$ cat src/hw/rtl/byte_frequency_sorter_assert.svh
// Assertion macros for the byte frequency sorter RTL.
`ifndef BYTE_FREQUENCY_SORTER_ASSERT_SVH
`define BYTE_FREQUENCY_SORTER_ASSERT_SVH

// Check a property on every clock edge outside reset.
`define BFS_ASSERT(label, prop, msg) \
	label: assert property (@(posedge clk) disable iff (!arst_n) (prop)) else $error(msg);

// Check that a condition implies another in the next cycle.
`define BFS_ASSERT_NEXT(label, cond, prop, msg) \
	label: assert property (@(posedge clk) disable iff (!arst_n) (cond) |=> (prop)) \
		else $error(msg);

`endif

$ cat src/hw/rtl/bfs_pkg.sv
// ----------------------------------------------------------------------------
// bfs_pkg
// Types and constants of the byte frequency sorter.
// ----------------------------------------------------------------------------
`default_nettype none
package bfs_pkg;
	localparam int unsigned COUNT_BITS_DEF = 32;
	localparam int unsigned NUM_SYMS = 256;
	localparam int unsigned SYM_BITS = 8;
	localparam int unsigned IDX_BITS = 9;

	localparam logic FUNC_COUNT = 1'b0;
	localparam logic FUNC_READ  = 1'b1;

	typedef struct packed {
		logic                func;
		logic [SYM_BITS-1:0] symbol;
	} in_item_t;

	typedef struct packed {
		logic [SYM_BITS-1:0]       symbol_res;
		logic [COUNT_BITS_DEF-1:0] count;
		logic                      last;
		logic                      empty_res;
	} out_item_t;

	// Control from the sequencer to every sorting cell
	typedef struct packed {
		logic clear;   // empty all cells
		logic ins;     // insert the element on the chain input
		logic shift;   // shift the row toward the head by one
	} cell_ctl_t;
endpackage
`default_nettype wire

$ cat src/hw/rtl/bfs_cell.sv
// ----------------------------------------------------------------------------
// bfs_cell
// One cell of the insertion sorting chain: holds one (count, symbol) pair.
// ----------------------------------------------------------------------------
`default_nettype none
module bfs_cell #(
	parameter int unsigned COUNT_BITS = bfs_pkg::COUNT_BITS_DEF
) (
	input  wire logic                        clk,
	input  wire logic                        arst_n,
	input  wire bfs_pkg::cell_ctl_t          ctl,
	input  wire logic [COUNT_BITS-1:0]       new_cnt,
	input  wire logic [bfs_pkg::SYM_BITS-1:0] new_sym,
	// neighbor toward the head (lower position)
	input  wire logic                        prev_vld,
	input  wire logic                        prev_push,
	input  wire logic [COUNT_BITS-1:0]       prev_cnt,
	input  wire logic [bfs_pkg::SYM_BITS-1:0] prev_sym,
	// neighbor toward the tail, for shifting out
	input  wire logic                        next_vld,
	input  wire logic [COUNT_BITS-1:0]       next_cnt,
	input  wire logic [bfs_pkg::SYM_BITS-1:0] next_sym,
	output logic                             vld,
	output logic                             push,
	output logic [COUNT_BITS-1:0]            cnt,
	output logic [bfs_pkg::SYM_BITS-1:0]     sym
);
	import bfs_pkg::*;

	logic                vld_q;
	logic [COUNT_BITS-1:0] cnt_q;
	logic [SYM_BITS-1:0] sym_q;

	// Newcomer goes ahead of any element with a strictly larger count
	assign push = vld_q && (cnt_q > new_cnt);
	assign vld  = vld_q;
	assign cnt  = cnt_q;
	assign sym  = sym_q;

	// Clear, hold, take the newcomer, take the left neighbor, or shift to head
	always_ff @(posedge clk or negedge arst_n) begin
		if (!arst_n) begin
			vld_q <= 1'b0;
		end else if (ctl.clear) begin
			vld_q <= 1'b0;
		end else if (ctl.shift) begin
			vld_q <= next_vld;
		end else if (ctl.ins) begin
			// an empty cell fills when its left neighbor is occupied
			vld_q <= vld_q || prev_vld;
		end
	end

	always_ff @(posedge clk) begin
		if (ctl.shift) begin
			cnt_q <= next_cnt;
			sym_q <= next_sym;
		end else if (ctl.ins) begin
			if (prev_push) begin
				cnt_q <= prev_cnt;
				sym_q <= prev_sym;
			end else if (push || (!vld_q && prev_vld)) begin
				cnt_q <= new_cnt;
				sym_q <= new_sym;
			end
		end
	end
endmodule
`default_nettype wire

$ cat config.mk
export PLATFORM = sky130hd
export DESIGN_NAME = bfs_cell
export DESIGN_NICKNAME = d
export VERILOG_FILES = /design/src/hw/rtl/byte_frequency_sorter_assert.svh /design/src/hw/rtl/bfs_pkg.sv /design/src/hw/rtl/bfs_cell.sv
export SDC_FILE = /design/constraint.sdc
export NUM_CORES = 1
export LEC_CHECK = 0
export ABC_AREA = 1
export BUFFER_PORTS_ARGS = -buffer_cell sky130_fd_sc_hd__buf_2
export CAP_MARGIN = 20
export CELL_PAD_IN_SITES_DETAIL_PLACEMENT = 1
export CELL_PAD_IN_SITES_GLOBAL_PLACEMENT = 2
export CORE_UTILIZATION = 26
export DETAILED_ROUTE_END_ITERATION = 7
export PLACE_DENSITY_LB_ADDON = 0.2
export SYNTH_ARGS = -nofsm -noshare
export SYNTH_HDL_FRONTEND = slang
export SYNTH_SLANG_ARGS = --single-unit
$ cat constraint.sdc
create_clock -name clk -period 4.75 [get_ports clk]
set_clock_uncertainty 0.1 [all_clocks]
set_input_delay 0.475 -clock clk [delete_from_list [all_inputs] [get_ports clk]]
set_output_delay 0.475 -clock clk [all_outputs]
set_load 0.01 [all_outputs]
==> impl_metrics.prom <==
# TYPE chip_impl_metric gauge
chip_impl_metric{name="num_io_pins",unit=""} 170
chip_impl_metric{name="fin_nets",unit=""} 666
chip_impl_info{name="crit_type",value="flip-flop to flip-flop"} 1
chip_impl_metric{name="gp_routability_congestion",unit=""} 0.7209
chip_impl_metric{name="antenna_cells_inserted",unit=""} 0
chip_impl_metric{name="cts_resized",unit=""} 0
chip_impl_info{name="crit_family",value="compound AO/OA/AOI/OAI gates"} 1
chip_impl_info{name="clk_root_buffer_cell",value="clkbuf_16"} 1
chip_impl_metric{name="cts.path.max_buffers",unit=""} 2
chip_impl_metric{name="antenna_left",unit=""} 0
chip_impl_metric{name="dp_hpwl",unit="um"} 7289
chip_impl_metric{name="synth_mux_area_share",unit="%"} 0
chip_impl_info{name="synthTopCellsByArea",value="edfxtp_1, ha_1, nand2_1"} 1
chip_impl_metric{name="length_of_the_first_detailed_routing_pass_in_iterations",unit=""} 4
chip_impl_metric{name="post-route-drc-count",unit=""} 0
chip_impl_metric{name="io_buffer_count",unit=""} 169
chip_impl_metric{name="clock-sinks",unit=""} 41
chip_impl_metric{name="grt_use_total",unit="%"} 15.58
chip_impl_info{name="worst_path_max_delay_cell",value="a21oi_4"} 1
chip_impl_metric{name="synth-compound-area-share",unit="%"} 22.25
chip_impl_metric{name="clock_insertion_delay_worst_skew",unit="ns"} 0.28
chip_impl_metric{name="syn_inst",unit=""} 343
chip_impl_info{name="synth_commonest_cells",value="nand2_1, inv_1, edfxtp_1"} 1
chip_impl_metric{name="synth_cell_types",unit=""} 25
chip_impl_metric{name="p_per_area",unit="nW/um^2"} 281.3
chip_impl_info{name="timing.critical_path.from_type",value="flip-flop"} 1
chip_impl_metric{name="grt_start_max_net_pins",unit=""} 71
chip_impl_metric{name="post_synthesis_average_cell_area",unit="um^2"} 8.722
chip_impl_metric{name="die_h",unit="um"} 109.3
chip_impl_metric{name="syn-num-nets",unit=""} 503
chip_impl_metric{name="core_area",unit="um^2"} 11030
chip_impl_metric{name="max_stage_delay",unit="ns"} 0.71
chip_impl_metric{name="timing.critical_path.fanout_max",unit=""} 24
chip_impl_metric{name="syn2layout_area_growth",unit="%"} 38.56
chip_impl_metric{name="setup-violations-final",unit=""} 0
chip_impl_info{name="most_common_cell_type_on_the_critical_path",value="nand2_1"} 1
chip_impl_metric{name="htree_num_levels",unit=""} 2
chip_impl_metric{name="initial_utilization",unit="%"} 27.12
chip_impl_metric{name="slew_violations",unit=""} 0
chip_impl_info{name="synth_top_family_by_area",value="compound AO/OA/AOI/OAI gates"} 1
chip_impl_metric{name="yosysSeqAreaShare",unit="%"} 40.99
chip_impl_metric{name="synth_simple_gate_area_share",unit="%"} 15.18
chip_impl_metric{name="design_power_total",unit="mW"} 1.166
chip_impl_metric{name="antenna_found_initial",unit=""} 0
chip_impl_metric{name="vias",unit=""} 2961
chip_impl_metric{name="detail_route.vias_per_cell",unit=""} 4.577
chip_impl_info{name="cts_tree",value="done"} 1
chip_impl_metric{name="leakagePower",unit="nW"} 2.042
chip_impl_metric{name="drt-wirelength-per-cell",unit="um"} 14.48
chip_impl_metric{name="final_min_period_over_clock_period",unit="%"} 60.59
chip_impl_metric{name="drt_iter0_drc",unit=""} 121
chip_impl_metric{name="drive_gt1_share",unit="%"} 38.07
chip_impl_metric{name="post-route-min-period",unit="ns"} 2.878
chip_impl_metric{name="adder_and_majority_gate_portion_of_the_synthesized_area",unit="%"} 13.38
chip_impl_metric{name="gr-total-overflow",unit=""} 0
chip_impl_metric{name="vias_in_the_first_global_route",unit=""} 2963
chip_impl_metric{name="fp.dieW",unit="um"} 109.3
chip_impl_metric{name="power.ir.vdd_worst",unit="mV"} 0.1133
chip_impl_metric{name="maxSlewHeadroom",unit="%"} 41.37
chip_impl_metric{name="worstPathArrival",unit="ns"} 2.74
chip_impl_metric{name="postCtsSetupBuffers",unit=""} 0
chip_impl_info{name="cp_cell_sequence",value="ha_1 > nand2_1 > nand2_1 > nand2_1 > nand2_1 > nand2_1 > nand2_1 > nand2_1 > nand2_1 > nand2_1 > nand2_1 > nand2_2 > a21oi_4 > buf_4"} 1
chip_impl_metric{name="post_synth_instance_area",unit="um^2"} 2992
chip_impl_info{name="rsz0062_at_grt",value="false"} 1
chip_impl_metric{name="die_outline_area",unit="um^2"} 11940
chip_impl_metric{name="post_synthesis_share_of_cell_area_spent_on_xor_and_xnor_gates",unit="%"} 0
chip_impl_metric{name="yosysTopAreaCellShare",unit="%"} 40.15
chip_impl_metric{name="path_buf_inv",unit=""} 1
chip_impl_metric{name="synth_enable_flop_cells",unit=""} 40
chip_impl_metric{name="grt_pass1_wl",unit="um"} 14410
chip_impl_metric{name="tritoncts.num_buffers",unit=""} 5
chip_impl_metric{name="totalWireLength",unit="um"} 9368
chip_impl_info{name="synth_area_leader_cell",value="edfxtp_1"} 1
chip_impl_metric{name="timing.setup.tns",unit="ns"} 0
chip_impl_metric{name="tightest_slew",unit="ns"} 0.8775
chip_impl_info{name="run_status",value="complete, no violations"} 1
chip_impl_metric{name="cts_hold_buf",unit=""} 1
chip_impl_metric{name="synth_warnings",unit=""} 0
chip_impl_metric{name="fill_cells",unit=""} 1379
chip_impl_info{name="synth_flop_cell",value="edfxtp_1"} 1
chip_impl_metric{name="cts.clk_slew.worst_paths",unit="ns"} 0.06
chip_impl_info{name="worst_setup_path_end_kind",value="flip-flop"} 1
chip_impl_metric{name="hold_viol",unit=""} 0
chip_impl_metric{name="count_of_max_cap_constraint_violations",unit=""} 0
chip_impl_metric{name="asyncSetResetFlopFracSynth",unit="%"} 2.439
chip_impl_metric{name="post-route-util",unit="%"} 37.58
chip_impl_metric{name="reg2reg_slack",unit="ns"} 1.87
chip_impl_info{name="hold_path_class",value="primary input to flip-flop"} 1
chip_impl_metric{name="cp_data_required_time",unit="ns"} 4.62
chip_impl_info{name="post-synth-top-count-cell",value="nand2_1"} 1
chip_impl_metric{name="row_count",unit=""} 38
chip_impl_metric{name="fmax",unit="MHz"} 347.5
chip_impl_metric{name="yosys_register_bits",unit=""} 41
-- cell families (layout without fill, tap and decap cells) --
logic type / count (synthesis) / after routing
flip-flops: 41 / 41
AO/OA/AOI/OAI: 101 / 101
adder cells (fa/ha/maj): 32 / 32
AND/OR/NAND/NOR: 108 / 108
buffers and inverters: 61 / 225
-- worst reg2reg max path: stages (launching register included) --
cell and delay [ns]:
edfxtp_1 0.42, ha_1 0.33, nand2_1 0.06, nand2_1 0.05, nand2_1 0.05, nand2_1 0.05, nand2_1 0.04, nand2_1 0.07
nand2_1 0.05, nand2_1 0.07, nand2_1 0.05, nand2_1 0.06, nand2_2 0.07, a21oi_4 0.71, buf_4 0.39
-- metrics by stage --
stage | worst slack (ns) | instances | hold WS, ns | cell area (um^2)
CTS | 1.797 | 647 | 0.2466 | 4145
floorplan | 1.723 | 343 | 0.07941 | 2992
global placement | 1.680 | 638 | 0.1519 | 3963
global route | 1.624 | 647 | 0.2504 | 4145
detailed placement | 1.604 | 638 | 0.1515 | 3963
finish | 1.872 | 647 | 0.2532 | 4145
-- state kept, by name, indices dropped and copies added (netlist names) --
name,flops
sym,8
cnt,32
vld,1
-- area by class of cell --
| class | count | area [um^2] | area share [%] |
|---|---|---|---|
| clock buffer | 7 | 142.6 | 3.441 |
| clock inverter | 1 | 30.03 | 0.7244 |
| tap | 140 | 175.2 | 4.226 |
| multi-input combinational | 241 | 1528 | 36.85 |
| timing repair buffer | 173 | 878.3 | 21.19 |
| inverter | 44 | 165.2 | 3.984 |
| sequential | 41 | 1226 | 29.58 |
-- placed cells by master, fill, tap and decap left out, drive strengths merged, types with 2 or more instances in the layout --
| master | synthesis | layout |
|---|---|---|
| o211ai | 29 | 29 |
| nor2 | 25 | 25 |
| edfxtp | 40 | 40 |
| buf | 13 | 172 |
| nand3 | 2 | 2 |
| a21oi | 37 | 37 |
| clkbuf | 4 | 7 |
| o21a | 30 | 30 |
| o21ai | 2 | 2 |
| nand4 | 2 | 2 |
| inv | 43 | 43 |
| ha | 32 | 32 |
| nand2 | 79 | 79 |
-- worst paths after layout --
check	from	to	depth (start not counted)
max	cnt[1]	sym[2]	14
min	ctl[2]	vld	2
max reg2reg	cnt[1]	sym[2]	14
min reg2reg	vld	vld	2
max in group asynchronous	arst_n	vld	2
min in group asynchronous	arst_n	vld	2
-- layer usage --
metal	routed length [um]	up-vias	GRT usage, %	part of all wire, %
met5	0	-	0	0
met4	38	0	3.238	0.41
met3	755	2	4.363	8.1
met2	4328	96	25.83	46
met1	4245	1354	20.14	45
li1	-	1509	-	-
-- where the power goes --
| group | switching, mW | internal (mW) |
|---|---|---|
| registers | 0.0177 | 0.445 |
| clock network | 0.137 | 0.263 |
| logic | 0.169 | 0.135 |
| total | 0.324 | 0.842 |
No activity file was read; power rests on OpenSTA's default activity.
